File: config.mk
export PLATFORM = sky130hd
export DESIGN_NAME = c2oe_cfg
export DESIGN_NICKNAME = d
export VERILOG_FILES = /design/src/rtl/assert_macros.svh /design/src/rtl/c2oe_pkg.sv /design/src/rtl/c2oe_cfg.sv
export SDC_FILE = /design/constraint.sdc
export NUM_CORES = 1
export LEC_CHECK = 0
export BUFFER_PORTS_ARGS = -buffer_cell sky130_fd_sc_hd__buf_2
export CAP_MARGIN = 20
export CORE_ASPECT_RATIO = 0.8
export CORE_MARGIN = 4
export CORE_UTILIZATION = 50
export DETAILED_ROUTE_END_ITERATION = 10
export PLACE_DENSITY = 0.77
export SYNTH_ARGS = -nofsm -noshare
export SYNTH_HDL_FRONTEND = slang
export SYNTH_SLANG_ARGS = --single-unit
File: constraint.sdc
create_clock -name clk -period 3.3 [get_ports clk]
set_input_delay 0.165 -clock clk [delete_from_list [all_inputs] [get_ports clk]]
set_output_delay 0.165 -clock clk [all_outputs]
set_load 0.02 [all_outputs]
File: src/rtl/assert_macros.svh
// Assertion macros for the engine RTL, included by c2oe_seq.
// Plain text header, no dependencies; include it inside a module body.
`ifndef ASSERT_MACROS_SVH
`define ASSERT_MACROS_SVH

// Same-cycle implication under a synchronous reset.
`define ASSERT_IMPLY(label, clk, rst, ante, cons, msg) \
  label: assert property (@(posedge clk) disable iff (rst) (ante) |-> (cons)) \
    else $error(msg);

// Next-cycle implication under a synchronous reset.
`define ASSERT_NEXT(label, clk, rst, ante, cons, msg) \
  label: assert property (@(posedge clk) disable iff (rst) (ante) |=> (cons)) \
    else $error(msg);

`endif

File: src/rtl/c2oe_pkg.sv
// Shared types and codes for the 2-D convolution output engine.
// No dependencies; every engine module imports it.
package c2oe_pkg;

  // Operation codes carried in tuser of the input stream.
  localparam logic [1:0] OP_LOAD_ACT  = 2'd0;
  localparam logic [1:0] OP_LOAD_WGT  = 2'd1;
  localparam logic [1:0] OP_LOAD_BIAS = 2'd2;
  localparam logic [1:0] OP_COMPUTE   = 2'd3;

  // Configuration register indexes.
  localparam logic [2:0] REG_IN_CHANNELS   = 3'd0;
  localparam logic [2:0] REG_IN_HEIGHT     = 3'd1;
  localparam logic [2:0] REG_IN_WIDTH      = 3'd2;
  localparam logic [2:0] REG_FILTER_COUNT  = 3'd3;
  localparam logic [2:0] REG_KERNEL_HEIGHT = 3'd4;
  localparam logic [2:0] REG_KERNEL_WIDTH  = 3'd5;
  localparam logic [2:0] REG_STRIDE_STEP   = 3'd6;
  localparam logic [2:0] REG_ZERO_PAD      = 3'd7;

  localparam int CFG_DW   = 6;
  localparam int ACC_W    = 48;
  localparam int STRIDE_MAX = 8;
  localparam int PAD_MAX    = 6;

  // Current geometry plus values derived from it.
  typedef struct packed {
    logic [4:0]        c;
    logic [5:0]        h;
    logic [5:0]        w;
    logic [4:0]        f;
    logic [2:0]        kh;
    logic [2:0]        kw;
    logic [3:0]        s;
    logic [2:0]        p;
    logic [11:0]       hw;
    logic signed [7:0] span_h;
    logic signed [7:0] span_w;
  } geom_t;

  // Store write request from an accepted load transfer.
  typedef struct packed {
    logic               en;
    logic [1:0]         op;
    logic [13:0]        addr;
    logic signed [15:0] value;
  } wr_req_t;

  // Sequencer controls for the store and the accumulator.
  typedef struct packed {
    logic init;
    logic tap;
    logic push;
    logic oor;
  } ctl_t;

  // Accumulator status back to the sequencer.
  typedef struct packed {
    logic busy;
    logic out_free;
  } mac_stat_t;

endpackage

File: src/rtl/c2oe_cfg.sv
// Configuration registers with range clamping and derived geometry.
// Depends on c2oe_pkg.
module c2oe_cfg
  import c2oe_pkg::*;
#(
  parameter int MAX_CHANNELS = 16,
  parameter int MAX_SIDE     = 32,
  parameter int MAX_FILTERS  = 16,
  parameter int MAX_KERNEL   = 7
) (
  input  logic              clk,
  input  logic              rst,
  input  logic              cfg_we,
  input  logic [2:0]        cfg_index,
  input  logic [CFG_DW-1:0] cfg_data,
  output geom_t             geom
);

  logic [4:0] c, f;
  logic [5:0] h, w;
  logic [2:0] kh, kw, p;
  logic [3:0] s;
  logic [11:0] hw;
  logic signed [7:0] span_h, span_w;

  function automatic logic [7:0] clamp_u(input logic [7:0] v, input int lo, input int hi);
    logic [7:0] r;
    r = v;
    if (int'(v) < lo) r = 8'(lo);
    if (int'(v) > hi) r = 8'(hi);
    return r;
  endfunction

  // Register writes, each value clamped to its legal range.
  always_ff @(posedge clk) begin
    if (rst) begin
      c  <= 5'd1;
      h  <= 6'd1;
      w  <= 6'd1;
      f  <= 5'd1;
      kh <= 3'd1;
      kw <= 3'd1;
      s  <= 4'd1;
      p  <= 3'd0;
    end else if (cfg_we) begin
      case (cfg_index)
        REG_IN_CHANNELS:   c  <= 5'(clamp_u({3'b0, cfg_data[4:0]}, 1, MAX_CHANNELS));
        REG_IN_HEIGHT:     h  <= 6'(clamp_u({2'b0, cfg_data[5:0]}, 1, MAX_SIDE));
        REG_IN_WIDTH:      w  <= 6'(clamp_u({2'b0, cfg_data[5:0]}, 1, MAX_SIDE));
        REG_FILTER_COUNT:  f  <= 5'(clamp_u({3'b0, cfg_data[4:0]}, 1, MAX_FILTERS));
        REG_KERNEL_HEIGHT: kh <= 3'(clamp_u({5'b0, cfg_data[2:0]}, 1, MAX_KERNEL));
        REG_KERNEL_WIDTH:  kw <= 3'(clamp_u({5'b0, cfg_data[2:0]}, 1, MAX_KERNEL));
        REG_STRIDE_STEP:   s  <= 4'(clamp_u({4'b0, cfg_data[3:0]}, 1, STRIDE_MAX));
        REG_ZERO_PAD:      p  <= 3'(clamp_u({5'b0, cfg_data[2:0]}, 0, PAD_MAX));
        default: ;
      endcase
    end
  end

  // Derived values, registered from the configuration and refreshed every cycle.
  always_ff @(posedge clk) begin
    hw     <= 12'(h) * 12'(w);
    span_h <= $signed({2'b0, h}) + $signed({4'b0, p, 1'b0}) - $signed({5'b0, kh});
    span_w <= $signed({2'b0, w}) + $signed({4'b0, p, 1'b0}) - $signed({5'b0, kw});
  end

  always_comb begin
    geom.c      = c;
    geom.h      = h;
    geom.w      = w;
    geom.f      = f;
    geom.kh     = kh;
    geom.kw     = kw;
    geom.s      = s;
    geom.p      = p;
    geom.hw     = hw;
    geom.span_h = span_h;
    geom.span_w = span_w;
  end

endmodule

== After elaboration in Yosys (flattened, before gate mapping) ==
Cells that the tools add are included.

* Output and inout port bits: 63
* Input port bits: 12
* Flip-flop bits (word level): 63
* Word-level logic and storage cells: 48

* $lt $le $gt $ge: 8
* Muxes and demuxes: 8
* Eq/ne operators: 7
* Reduce and logical (&&, ||, !) cells: 9
* Multipliers: 1
* Add/subtract/negate cells: 4

{| class="wikitable"
|+ Operators with widths
! operator !! count
|-
| $reduce_and A2 Y1 || 8
|-
| $sub A7 B3 Y8 || 2
|-
| $add A6 B4 Y7 || 2
|-
| $eq A3 B3 Y1 const B || 4
|-
| $mul A6 B6 Y12 || 1
|-
| $mux W6 || 2
|-
| $mux W5 || 2
|-
| $mux W4 || 2
|-
| $eq A3 B2 Y1 const B || 2
|-
| $gt A6 B6 Y1 const B || 1
|-
| $lt A6 B1 Y1 const B || 1
|-
| $mux W3 || 2
|-
| $gt A5 B5 Y1 const B || 1
|-
| $lt A5 B1 Y1 const B || 1
|-
| $gt A4 B4 Y1 const B || 1
|-
| $lt A4 B1 Y1 const B || 1
|-
| $eq A3 B1 Y1 const B || 1
|-
| $gt A3 B3 Y1 const B || 1
|-
| $logic_not A3 Y1 || 1
|-
| $lt A3 B1 Y1 const B || 1
|}

== Depth between registers and ports, before layout ==
* Word-level depth: 3
* Gate-level depth with buffers: 13
* Mapped depth without buffers: 13

== Worst setup path after synthesis ==
OpenSTA, ideal clock, no wires.

* Kind: flip-flop to flip-flop
* Start: reg w[4]
* End: reg hw[10]
* Arrival: 3.522 ns
* Period minus slack after synthesis: 3.645 ns
* Cell stages (with the launch flop): 14
* Path slack: -0.345 ns
* Buffers on the path: 0
* Data required time: 3.177 ns
* Setup time: 0.123 ns
* Cells stage by stage: dfxtp_1 > inv_1 > nor2_1 > fa_1 > fa_1 > inv_1 > fa_1 > inv_1 > ha_1 > a21oi_1 > nor2b_1 > a311oi_1 > a21oi_1 > xor2_1

* Word-level cells in the longest chain between the ends: 1

{| class="wikitable"
|+ Ends and longest elaborated chain
! item !! RTL line !! text
|-
| from (decl) || c2oe_cfg.sv:20 || <nowiki>logic [5:0] h, w;</nowiki>
|-
| from (signal assigned) || c2oe_cfg.sv:49 || <nowiki>REG_IN_WIDTH: w <= 6'(clamp_u({2'b0, cfg_data[5:0]}, 1, MAX_SIDE));</nowiki>
|-
| $mul A6 B6 Y12 || c2oe_cfg.sv:62 || <nowiki>hw <= 12'(h) * 12'(w);</nowiki>
|-
| to (signal assigned) || c2oe_cfg.sv:62 ||
|-
| to (decl) || c2oe_cfg.sv:23 || <nowiki>logic [11:0] hw;</nowiki>
|}

No other way between the ends.
A chain may end at the register's enable or synchronous reset.

== Final worst setup path ==
* Start: reg h[2]
* End: reg hw[10]

* Word-level cells in the longest chain between the ends: 1

{| class="wikitable"
|+ Ends and longest elaborated chain
! item !! RTL line !! text
|-
| from (decl) || c2oe_cfg.sv:20 ||
|-
| from (signal assigned) || c2oe_cfg.sv:48 || <nowiki>REG_IN_HEIGHT: h <= 6'(clamp_u({2'b0, cfg_data[5:0]}, 1, MAX_SIDE));</nowiki>
|-
| $mul A6 B6 Y12 || c2oe_cfg.sv:62 ||
|}

No other way between the ends.

==> results.md <==
* Status: complete, no violations
* Synth top area share at 34.8%
* Seq/Total Area, Yosys at 34.8%
* Syn Std Cell Area at 3620 sq um
* Die Ht at 84.1 um
* Ys Warns at 0
* Synth top cells by count: dfxtp_1 (63), nor2_1 (62), inv_1 (58)
* FP Rows at 27
* CP Launch Type: register
* Max VDD drop at 0.190 mV
* WS Path Type: register to register
* EDFF count, synth at 0
* Global-route wire length before repair at 14100 um
* Ratio of cells with drive above 1 in the final layout at 31.1%
* Total power at 0.00180 W
* Post-route setup slack at 0.105 ns
* R2R cell count at 13
* Htree depth at 3
* Top-count cell post-synth: dfxtp_1
* CP top delay family: adder cells
* Synth unique cells at 33
* IO Pins at 75
* Measured slew at the worst slew-check pin at 0.616 ns
* Initial antenna violation count at 0
* GRT overflow at 0
* Critical R2R Capture: hw[10]
* Iteration-0 DRC Markers at 134
* Final Hold Viols at 0
* Buf+Inv Stages, Crit Path at 3
* DRC Markers at 0
* Worst setup path end: hw[10]
* Gpl congestion at 0.884
* Filler cells at 540
* Cell Chain, Critical Path: inv_4 -> nor2_4 -> fa_1 -> fa_1 -> inv_1 -> fa_1 -> inv_2 -> ha_4 -> a21oi_2 -> nor2b_1 -> a311oi_2 -> a21oi_1 -> xor2_1
* Final Hold Slack at 0.163 ns
* Root Buffer: clkbuf_8
* Synthesis-stage register bit count at 63
* Post-CTS Hold Fix Bufs at 0
* TritonCTS Sinks at 63
* FFs w/ async S/R, synth at 0%
* Fin crit share at 96.8%
* Achievable Freq at 313 MHz
* Critical Path Sink Type: register
* Critical path depth in cells at 13
* Vias in the first global route at 3040
* Pwr Density at 392 nW/um^2
* Synth top area cells: dfxtp_1 (35%), ha_1 (13%), fa_1 (13%)
* Slowest cell on the critical path: fa_1
* LEAKAGE at 2.28 nW
* Syn Nets at 455
* Antenna cells at 0
* FF-to-FF Start: h[2]
* Syn avg cell area at 9.48 sq um
* Mapped Cells at 382
* RSZ-0062 raised after global routing: no
* Die Wd at 103 um
* Final ANT Viol Nets at 0
* Area leader, netlist: dfxtp_1
* DP Wirelength at 6450 um
* TritonCTS clock tree: yes
* Crit Path Max Fanout at 4
* Largest net degree at the start of global routing at 36
* Slew Limit Headroom at 58.6%
* Clock tree buffer depth at 2
* Hold Crit Class: input pin to register
* Wire per inst at 15.0 um
* Core region area at 6960 sq um
* Die Area at 8680 sq um
* Final setup viols at 0
* Nets at 556
* Overall routing resource usage at 21.1%
* Slowest Stage Delay on Critical Path at 0.50 ns
* Cell mode on critical path: fa_1
* Post-placement setup slack at -0.0219 ns
* Most used DFF post-synth: dfxtp_1
* Critical path startpoint: h[2]
* IO buf count at 74
* Initial Utilization at 52.0%
* Total number of vias at 2944
* Synthesis-to-layout area growth at 26.9%
* Final min period at 3.19 ns
* Reg-to-reg setup timing slack at 0.11 ns
* Final Util at 66.1%
* Post-Route Skew at 0.00991 ns
* CP required at 3.52 ns
* Final WL at 8630 um
* Worst-Skew Late Latency at 0.34 ns
* Clk pin slew, worst setup/hold paths at 0.07 ns
* DR vias/cell at 5.12
* WP data arrival at 3.42 ns
* CTS Buf Count at 9
* DR pass1 iterations at 4
* Final Slew Violations at 0
* Max-cap violations at 0
==> worst reg2reg max path: stages (launching register included) <==
cell and delay, ns:
dfxtp_4 0.38, inv_4 0.06, nor2_4 0.12, fa_1 0.44, fa_1 0.50, inv_1 0.05, fa_1 0.50, inv_2 0.05
ha_4 0.23, a21oi_2 0.12, nor2b_1 0.06, a311oi_2 0.29, a21oi_1 0.12, xor2_1 0.16
==> area by class of cell <==
| class | instances | area (sq um) | area share (%) |
|---|---|---|---|
| Inverter | 58 | 225 | 4.90 |
| Multi-Input combinational cell | 253 | 2210 | 48.0 |
| Clock inverter | 6 | 85.1 | 1.85 |
| Timing Repair Buffer | 98 | 554 | 12.1 |
| Clock buffer | 10 | 128 | 2.78 |
| Sequential cell | 63 | 1290 | 28.1 |
| Tap cell | 87 | 109 | 2.37 |
==> per-layer routing <==
| layer | track usage, % | vias to the layer above | share of wire [%] |
|---|---|---|---|
| li1 | - | 1422 | - |
| met1 | 25.2 | 1425 | 43 |
| met2 | 35.0 | 87 | 49 |
| met3 | 7.64 | 10 | 6.9 |
| met4 | 7.29 | 0 | 1.6 |
| met5 | 0 | - | 0 |
==> power by group <==
part           switching [W]  total (W)  internal (W)  leakage (nW)
Clock               0.000302   0.000724      0.000423         0.104
Sequential         0.0000143   0.000815      0.000800         0.519
Combinational       0.000163   0.000264      0.000101          1.66
==> registers in the layout, summed over array words and instances, names as in the netlist <==
signal / flops
w: 6
s: 4
span_w: 8
f: 5
c: 5
hw: 12
kh: 3
span_h: 8
kw: 3
h: 6
p: 3
==> stage by stage <==
| stage | TNS [ns] | instances | area, sq um |
|---|---|---|---|
| 2_1_floorplan | 0 | 382 | 3670 |
| 3_3_place_gp | 0 | 552 | 4240 |
| 3_5_place_dp | -0.0219 | 552 | 4240 |
| 4_1_cts | 0 | 572 | 4510 |
| 5_1_grt | 0 | 575 | 4600 |
| 6_report | 0 | 575 | 4600 |
==> how the worst min path moves through the flow <==
stage,start,end,cells past startpoint
CTS,cfg_data[3],s[0],2
global route,cfg_data[3],s[0],2
global placement,f[0],f[0],1
detailed placement,f[0],f[0],1
floorplan,cfg_data[3],s[0],1
finish,cfg_data[5],w[5],3
==> layout by cell type, fill, tap and decap left out, types with 2 or more instances in the layout <==
| cell type | count |
|---|---|
| a211o_1 | 2 |
| a21boi_0 | 2 |
| a21o_1 | 5 |
| a21oi_1 | 9 |
| a21oi_2 | 2 |
| buf_2 | 74 |
| buf_4 | 23 |
| bufinv_16 | 2 |
| clkbuf_8 | 9 |
| dfxtp_1 | 53 |
| dfxtp_2 | 3 |
| dfxtp_4 | 7 |
| fa_1 | 22 |
| ha_1 | 35 |
| ha_4 | 3 |
| inv_1 | 51 |
| inv_2 | 5 |
| mux2i_1 | 25 |
| nand2_1 | 16 |
| nand2_2 | 3 |
| nand2b_1 | 7 |
| nand4b_1 | 3 |
| nor2_1 | 55 |
| nor2_2 | 5 |
| nor2_4 | 2 |
| nor2b_1 | 12 |
| nor3_1 | 2 |
| nor3b_1 | 2 |
| nor3b_4 | 2 |
| o21a_1 | 2 |
| o21ai_0 | 7 |
| o21bai_1 | 4 |
| xnor2_1 | 11 |
| xor2_1 | 3 |
==> what timing repair did <==
action	in CTS	in global routing
pin swaps	6	14
endpoints found under the setup margin	4	5
resized for setup	9	21
setup buffers	4	3
==> cells by family (layout without fill, tap and decap cells) <==
group	Yosys count	count (layout)	share of synthesized area, %
fa+ha+maj	61	61	25.8
flops	63	63	34.8
simple gates	114	114	15.3
mux	25	25	6.91
buf+inv	66	172	6.91
compound gates	39	39	6.84
xor+xnor	14	14	3.39
(Power assumes the default switching activity.)
