### src/rtl/assert_macros.svh
// Assertion macros for the engine RTL, included by c2oe_seq.
// Plain text header, no dependencies; include it inside a module body.
`ifndef ASSERT_MACROS_SVH
`define ASSERT_MACROS_SVH

// Same-cycle implication under a synchronous reset.
`define ASSERT_IMPLY(label, clk, rst, ante, cons, msg) \
  label: assert property (@(posedge clk) disable iff (rst) (ante) |-> (cons)) \
    else $error(msg);

// Next-cycle implication under a synchronous reset.
`define ASSERT_NEXT(label, clk, rst, ante, cons, msg) \
  label: assert property (@(posedge clk) disable iff (rst) (ante) |=> (cons)) \
    else $error(msg);

`endif

### src/rtl/c2oe_pkg.sv
// Shared types and codes for the 2-D convolution output engine.
// No dependencies; every engine module imports it.
package c2oe_pkg;

  // Operation codes carried in tuser of the input stream.
  localparam logic [1:0] OP_LOAD_ACT  = 2'd0;
  localparam logic [1:0] OP_LOAD_WGT  = 2'd1;
  localparam logic [1:0] OP_LOAD_BIAS = 2'd2;
  localparam logic [1:0] OP_COMPUTE   = 2'd3;

  // Configuration register indexes.
  localparam logic [2:0] REG_IN_CHANNELS   = 3'd0;
  localparam logic [2:0] REG_IN_HEIGHT     = 3'd1;
  localparam logic [2:0] REG_IN_WIDTH      = 3'd2;
  localparam logic [2:0] REG_FILTER_COUNT  = 3'd3;
  localparam logic [2:0] REG_KERNEL_HEIGHT = 3'd4;
  localparam logic [2:0] REG_KERNEL_WIDTH  = 3'd5;
  localparam logic [2:0] REG_STRIDE_STEP   = 3'd6;
  localparam logic [2:0] REG_ZERO_PAD      = 3'd7;

  localparam int CFG_DW   = 6;
  localparam int ACC_W    = 48;
  localparam int STRIDE_MAX = 8;
  localparam int PAD_MAX    = 6;

  // Current geometry plus values derived from it.
  typedef struct packed {
    logic [4:0]        c;
    logic [5:0]        h;
    logic [5:0]        w;
    logic [4:0]        f;
    logic [2:0]        kh;
    logic [2:0]        kw;
    logic [3:0]        s;
    logic [2:0]        p;
    logic [11:0]       hw;
    logic signed [7:0] span_h;
    logic signed [7:0] span_w;
  } geom_t;

  // Store write request from an accepted load transfer.
  typedef struct packed {
    logic               en;
    logic [1:0]         op;
    logic [13:0]        addr;
    logic signed [15:0] value;
  } wr_req_t;

  // Sequencer controls for the store and the accumulator.
  typedef struct packed {
    logic init;
    logic tap;
    logic push;
    logic oor;
  } ctl_t;

  // Accumulator status back to the sequencer.
  typedef struct packed {
    logic busy;
    logic out_free;
  } mac_stat_t;

endpackage

### src/rtl/c2oe_mac.sv
// Multiply-accumulate datapath with saturation and the result register.
// Depends on c2oe_pkg; fed by c2oe_store and steered by c2oe_seq.
module c2oe_mac
  import c2oe_pkg::*;
(
  input  logic               clk,
  input  logic               rst,
  input  ctl_t               ctl,
  input  logic signed [15:0] act_q,
  input  logic signed [15:0] wt_q,
  input  logic signed [15:0] bias_q,
  input  logic               m_tready,
  output mac_stat_t          stat,
  output logic               m_tvalid,
  output logic [31:0]        sum,
  output logic               out_of_range
);

  logic                    rd_vld, prod_vld;
  logic signed [31:0]      prod;
  logic signed [ACC_W-1:0] acc;
  logic [31:0]             sat;

  // Stage valid bits follow the issued reads through the pipe.
  always_ff @(posedge clk) begin
    if (rst) begin
      rd_vld   <= 1'b0;
      prod_vld <= 1'b0;
    end else begin
      rd_vld   <= ctl.tap;
      prod_vld <= rd_vld;
    end
  end

  // Product register, then the accumulator.
  always_ff @(posedge clk) begin
    if (rd_vld) begin
      prod <= act_q * wt_q;
    end
    if (ctl.init) begin
      acc <= {{(ACC_W - 24){bias_q[15]}}, bias_q, 8'b0};
    end else if (prod_vld) begin
      acc <= acc + {{(ACC_W - 32){prod[31]}}, prod};
    end
  end

  // Saturate to a signed 32-bit Q16.16 result.
  always_comb begin
    if (acc > 48'sh0000_7FFF_FFFF) begin
      sat = 32'h7FFF_FFFF;
    end else if (acc < -48'sh0000_8000_0000) begin
      sat = 32'h8000_0000;
    end else begin
      sat = acc[31:0];
    end
  end

  // Output register holds the result until the transfer completes.
  always_ff @(posedge clk) begin
    if (rst) begin
      m_tvalid <= 1'b0;
    end else if (ctl.push) begin
      m_tvalid <= 1'b1;
    end else if (m_tready) begin
      m_tvalid <= 1'b0;
    end
  end

  always_ff @(posedge clk) begin
    if (ctl.push) begin
      sum          <= ctl.oor ? 32'd0 : sat;
      out_of_range <= ctl.oor;
    end
  end

  assign stat.busy     = rd_vld || prod_vld;
  assign stat.out_free = !m_tvalid || m_tready;

endmodule

### config.mk
export PLATFORM = sky130hd
export DESIGN_NAME = c2oe_mac
export DESIGN_NICKNAME = d
export VERILOG_FILES = /design/src/rtl/assert_macros.svh /design/src/rtl/c2oe_pkg.sv /design/src/rtl/c2oe_mac.sv
export SDC_FILE = /design/constraint.sdc
export NUM_CORES = 1
export LEC_CHECK = 0
export ABC_CLOCK_PERIOD_IN_PS = 6100
export BUFFER_PORTS_ARGS = -buffer_cell sky130_fd_sc_hd__buf_2
export CAP_MARGIN = 20
export CORE_ASPECT_RATIO = 2
export CORE_MARGIN = 3
export CORE_UTILIZATION = 35
export CTS_BUF_LIST = sky130_fd_sc_hd__clkbuf_16
export DETAILED_ROUTE_END_ITERATION = 12
export PLACE_DENSITY = 0.51
export REMOVE_ABC_BUFFERS = 1
export SETUP_SLACK_MARGIN = 0.05
export SYNTH_ARGS = -nofsm -noshare
export SYNTH_HDL_FRONTEND = slang
export SYNTH_SLANG_ARGS = --single-unit
### constraint.sdc
create_clock -name clk -period 6.1 [get_ports clk]
set_clock_uncertainty 0.1 [all_clocks]
set_input_delay 0.61 -clock clk [delete_from_list [all_inputs] [get_ports clk]]
set_output_delay 0.61 -clock clk [all_outputs]
set_load 0.05 [all_outputs]
# Yosys cells after proc, flatten, opt, wreduce, memory -nomap -nowiden
# Index checks and enable logic that the tools add are counted.
# Widths: inputs -> output; s select.
[totals] reg_bits=116 output_inout_bits=36 elab_cells=25
[op_classes] addsub=1 multipliers=1 mux=6 magnitude_cmp=2 n_reduce_logical=6
[ops] cell="$mux 48" n=2
[ops] cell="$add 48x48->48" n=1
[ops] cell="$gt 48x32->1 const B" n=1
[ops] cell="$lt 48x32->1 const B" n=1
[ops] cell="$mul 16x16->32" n=1
[ops] cell="$mux 32" n=1
[ops] cell="$mux 31" n=1
[ops] cell="$reduce_bool 2->1" n=2
[ops] cell="$logic_or 1x1->1" n=2
[ops] cell="$mux 1" n=2
[ops] cell="$reduce_or 2->1" n=1
[ops] cell="$logic_not 1->1" n=1

# Depth between registers and ports, before layout
# Gate-level depths: netlist of run 1.
[depth] word_depth=3 mapped_depth=24 depth_no_buf=23

# Worst setup path after synthesis of run 1
# OpenSTA, ideal clock, no wires.
[synth_path] path_kind="input to register" from="in act_q[15]" to="reg prod[30], data pin" required_time_ps=5734 path_stages=20 setup_ps=266 arrival_ps=6182 setup_slack_ps=-448 cell_sequence="clkbuf_1 nand2_1 fa_1 inv_1 fa_1 inv_1 fa_1 inv_1 fa_1 fa_1 inv_1 fa_1 inv_1 ha_1 a21oi_1 nand2_1 o21ai_0 o21ai_0 o41ai_1 xnor2_1"
[synth_via] elab_chain_cells=1
[synth_rtl] element="from (decl)" line_no="c2oe_mac.sv:9" text="input logic signed [15:0] act_q,"
[synth_rtl] element="$mul 16x16->32" line_no="c2oe_mac.sv:38" text="prod <= act_q * wt_q;"
[synth_rtl] element="to (signal assigned)" line_no="c2oe_mac.sv:38"
[synth_rtl] element="to (decl)" line_no="c2oe_mac.sv:20" text="logic signed [31:0] prod;"
# No other way between the ends.
# A chain may end at the register's enable or synchronous reset.

# Worst setup path after layout of run 1
[layout_path] from="in wt_q[6]" to="reg prod[29], data pin"
[layout_via] elab_chain_cells=1
[layout_rtl] element="from (decl)" line_no="c2oe_mac.sv:10" text="input logic signed [15:0] wt_q,"
[layout_rtl] element="$mul 16x16->32" line_no="c2oe_mac.sv:38"
# No other way between the ends.

==> out/qor.txt, run 1 <==
Area leader, netlist: fa_1
Layout Nets: 2454
Post-Syn Instances: 1800
Setup WS pre-CTS: -0.721 ns
CP max-delay cell: fa_1
Highest routed layer: met5
Netlist cell types: 58
Vias per cell: 4.83
Post-synthesis average cell area: 9.35 µm²
Logic depth of the worst path, buffers included: 22
Top_reg_cell synth: edfxtp_1
FF+latch count, synth: 116
Status: finished, final reports clean
Critical Path RT: 6.18 ns
DRC: 0
Delay-heaviest family, CP: adder cells
CTS root buf: clkbuf_16
Reg2reg path depth: 10
WL per Instance: 16.6 µm
Max transition margin: 30.9%
I/O pins: 91
Gr usage total: 17.8%
Fillers: 4801
Launch point of the worst reg-to-reg path: acc[8]
Synth Cell Area: 16800 µm²
Initial antenna violation count: 1
Synthesis-to-layout area growth: 18.5%
Clock Sinks: 116
Gr ovfl total: 0
Worst skew pair latency: 0.43 ns
Crit-path cells: buf_2 -> buf_12 -> and2_1 -> fa_1 -> inv_1 -> fa_1 -> fa_1 -> fa_1 -> inv_1 -> fa_1 -> fa_1 -> ha_1 -> nand3_2 -> buf_4 -> nor4b_4 -> nand3_2 -> and3_4 -> o31ai_2 -> buf_4 -> a211oi_4 -> buf_4 -> xnor2_1
Routability congestion estimate: 0.877
Initial drt markers: 459
Least-Margin Pin Slew: 1.03 ns
Core Area: 47500 µm²
CTS max path bufs: 2
PortBufs: 90
Share of the synthesized area in the top cell type: 31.3%
Routed Antenna Nets: 0
Worst Setup EP: prod[29]
Fin worst setup slack: 0.251 ns
RSZ-0062 raised after global routing: true
Critical path class: input port to register
Layout cells sized above 1: 17.0%
Fmax: 0.171 GHz
Drt total wl: 44100 µm
Largest net degree at the start of global routing: 41
R2r setup slk: 2.42 ns
Met3 routed WL: 989 µm
Worst reg2reg path endpoint: acc[41]
Number of enable flip-flop cells after synthesis: 105
Worst setup EP type: register
DR WL met2: 25100 µm
Arr. time, crit path: 5.93 ns
Max-slew violations: 0
Worst Path Buf+Inv: 7
FFs w/ async S/R, synth: 0%
Crit path largest cell delay: 0.56 ns
Top post-synthesis cells by area: fa_1 (31%), edfxtp_1 (19%), ha_1 (9.6%), inv_1 (7.5%), and2_1 (4.6%)
Most Frequent Cell on Critical Path: fa_1
Endpoints failing setup: 0
Drt pass-1 iters: 4
ANT cells: 0
Footprint of the multi-input gates: 12200 µm²
Final hold vios: 0
Most common cell in the netlist: inv_1
Number of global-route vias before repair: 14200
HPWL Detailed: 37800 µm
Worst setup path startpoint: wt_q[6]
Commonest cells in the netlist: inv_1 (337), fa_1 (263), nand2_1 (181)
CTS H-tree depth: 4
Crit Path Max Fanout: 9
Min Tclk post-route: 5.85 ns
Vias: 12800
Die area: 50900 µm²
WL met1: 16400 µm
TritonCTS clock tree: built
Max-cap violations: 0
Hold Crit Class: input port to register
Die Width: 161 µm
Initial core utilization: 35.4%
First-pass GRT wire length: 72200 µm
Num CTS Buffers: 17
Post-CTS Hold Buffers: 0
Std cell rows: 113
Clock transition at path regs: 0.06 ns
DIE HEIGHT: 316 µm
Final worst path period share: 95.9%
Ys Warns: 0
Sequential area share after synthesis: 20.0%
Critical Path Source Type: input port
Reg area: 3370 µm²
==> layout by cell type (no fill, tap or decap), types with 23 or more instances in the layout <==
master    netlist  final
a21o_1         36     36
a21oi_1       109    101
and2_1        124    121
buf_2           2     77
buf_4           0    171
edfxtp_1      105    105
fa_1          263    260
ha_1          129    123
inv_1         337    334
nand2_1       181    179
nand3_1        25     23
nor2_1         85     85
o21ai_0        77     69
xnor2_1        54     54
==> per-stage QoR <==
step / std cells / hold WS (ns) / instance area (µm²) / TNS (ns) / utilization (%)
floorplan: 1728 / 0.357 / 16600 / -0.757 / -
global placement: 2615 / 0.373 / 19100 / -4.49 / 40.2
detailed placement: 2615 / 0.396 / 19100 / -5.40 / 40.2
CTS: 2647 / 0.252 / 19700 / 0 / 41.5
global route: 2652 / 0.259 / 19900 / 0 / 42.0
finish: 2652 / 0.266 / 19900 / 0 / 42.0
==> registers in the layout (all words and copies together), names as in the netlist <==
register      cells
acc              48
m_tvalid          1
out_of_range      1
prod             32
prod_vld          1
rd_vld            1
sum              32
==> cell type report <==
type	instances	area share [%]
timing repair buffer	260	9.15
sequential	116	16.9
clock buffer	17	2.13
inverter	337	6.34
tap	632	3.97
multi-input combinational	1275	60.9
clock inverter	15	0.552
==> per-layer routing <==
layer / vias to the layer above / GRT usage (%)
met2: 217 / 36.0
met1: 6317 / 18.6
met5: - / 0
met4: 2 / 6.97
li1: 6190 / -
met3: 83 / 1.70
==> kinds of logic after synthesis <==
logic type | count (synthesis) | synth area share, %
and+or+nand+nor | 493 | 14.3
AOI/OAI and AO/OA | 308 | 11.4
muxes | 7 | 0.424
adders and majority gates | 392 | 40.9
DFF | 116 | 20.0
xor gates and xnor gates | 75 | 3.90
buffers and inverters | 409 | 9.14
==> how the worst min path moves through the flow <==
| stage | startpoint | slack, ns | to | depth (start not counted) |
|---|---|---|---|---|
| 3_3_place_gp | m_tvalid | 0.37 | m_tvalid | 2 |
| 4_1_cts | rst | 0.25 | m_tvalid | 2 |
| 5_1_grt | rst | 0.26 | m_tvalid | 2 |
| 6_report | rst | 0.27 | m_tvalid | 2 |
| 2_1_floorplan | acc[4] | 0.36 | acc[4] | 2 |
| 3_5_place_dp | m_tvalid | 0.40 | m_tvalid | 2 |
==> timing repair <==
action / in CTS / in global routing
endpoints found under the setup margin: 8 / 10
pin swaps: 5 / 31
gates resized for setup: 22 / 46
setup buffers: 0 / 4
Power of run 1 is left out: the tool's default activity adds up to more than one toggle a clock period on the data nets, which glitch-free logic cannot reach.
==> run 2: changes to the inputs <==
- RECOVER_POWER: unset -> 50
==> out/qor.txt, run 2 (synthesized netlist as in run 1, its figures left out) <==
Status: finished, violations left
Failing checks: capacitance limit, slew limit
Routability congestion estimate: 0.877
Arr. time, crit path: 5.93 ns
Routed Antenna Nets: 0
Max-cap violations: 4
Layout Nets: 2454
Worst skew pair latency: 0.43 ns
Most common cell after layout, fill and taps aside: inv_1
Crit Path Max Fanout: 9
Critical Path RT: 6.18 ns
Critical path class: input port to register
CTS H-tree depth: 4
Clock Sinks: 116
Least-Margin Pin Slew: 2.12 ns
Final hold vios: 0
WL per Instance: 16.6 µm
Die area: 50900 µm²
Gr usage total: 17.8%
Drt total wl: 44100 µm
Most frequent cells in the layout: inv_1 (334), fa_1 (260), nand2_1 (179)
Setup WS pre-CTS: -0.721 ns
Initial drt markers: 474
R2r setup slk: 2.44 ns
Number of global-route vias before repair: 14200
Die Width: 161 µm
PortBufs: 90
ANT cells: 0
Largest net degree at the start of global routing: 41
TritonCTS clock tree: built
HPWL Detailed: 37800 µm
DRC: 0
Clock transition at path regs: 0.06 ns
M1 GR Usage: 18.6%
First-pass GRT wire length: 72200 µm
Fin cells: 2652
RSZ-0062 raised after global routing: true
CTS root buf: clkbuf_16
Vias: 12800
CTS max path bufs: 2
Hold WS: 0.268 ns
Initial antenna violation count: 1
Max-slew violations: 140
Num CTS Buffers: 17
Fillers: 4830
Core Area: 47500 µm²
Vias per cell: 4.83
Layout cells sized above 1: 15.0%
Std cell rows: 113
Fmax: 0.171 GHz
Endpoints failing setup: 0
Max transition margin: -41.2%
DIE HEIGHT: 316 µm
Post-CTS Hold Buffers: 0
Drt pass-1 iters: 4
Max reg flops: 48
Final worst path period share: 95.9%
Placed cell count: 2615
Hold Crit Class: input port to register
Min Tclk post-route: 5.85 ns
Synthesis-to-layout area growth: 18.1%
Worst setup EP type: register
Fin worst setup slack: 0.251 ns
GRT busiest layer: met2
Routing usage on met3: 1.70%
Largest reg by FF count: acc
Initial core utilization: 35.4%
Gr ovfl total: 0
Met2 Use GR: 36.0%
I/O pins: 91
Critical Path Source Type: input port
Largest registers: acc (48), prod (32), sum (32)
## run 2: worst paths after layout
path              cells after the start  startpoint       end
hold / removal                        2         rst  m_tvalid
hold reg to reg                       2    m_tvalid  m_tvalid
setup / recovery                     22     wt_q[6]  prod[29]
setup reg to reg                     10      acc[8]   acc[41]
## run 2: timing repair
action                                  CTS  global route
resized for setup                        22            46
pin swaps                                 5            31
endpoints found under the setup margin    8            10
buffers inserted                          0             4
## run 2: critical path, cell delays in order
cell and delay, ns:
buf_2 0.15, buf_12 0.15, and2_1 0.16, fa_1 0.47, inv_1 0.06, fa_1 0.50, fa_1 0.46, fa_1 0.56
inv_1 0.05, fa_1 0.49, fa_1 0.42, ha_1 0.36, nand3_2 0.09, buf_4 0.16, nor4b_4 0.27, nand3_2 0.12
and3_4 0.20, o31ai_2 0.17, buf_4 0.17, a211oi_4 0.06, buf_4 0.14, xnor2_1 0.11
## run 2: area by class of cell
| type | count | area [µm²] | share of cell area, % |
|---|---|---|---|
| inverters | 337 | 1260 | 6.37 |
| multi-input cells | 1275 | 12200 | 61.2 |
| repair buffers | 260 | 1750 | 8.83 |
| clock inverters | 15 | 110 | 0.554 |
| well taps | 632 | 791 | 3.98 |
| clock buffers | 17 | 425 | 2.14 |
| flip-flops and latches | 116 | 3370 | 17.0 |
## run 2: stage by stage
stage / setup TNS [ns] / util [%] / cell area, µm²
2_1_floorplan: -0.757 / - / 16600
3_3_place_gp: -4.49 / 40.2 / 19100
3_5_place_dp: -5.40 / 40.2 / 19100
4_1_cts: 0 / 41.5 / 19700
5_1_grt: 0 / 41.8 / 19900
6_report: 0 / 41.8 / 19900
## run 2: metal layers
layer,part of all wire [%],vias to the layer above,wire [µm]
li1,-,6192,-
met1,37,6330,16400
met2,57,210,25200
met3,2.2,81,966
met4,3.5,2,1530
met5,0.039,-,17
Power of run 2 is left out for the same reason.
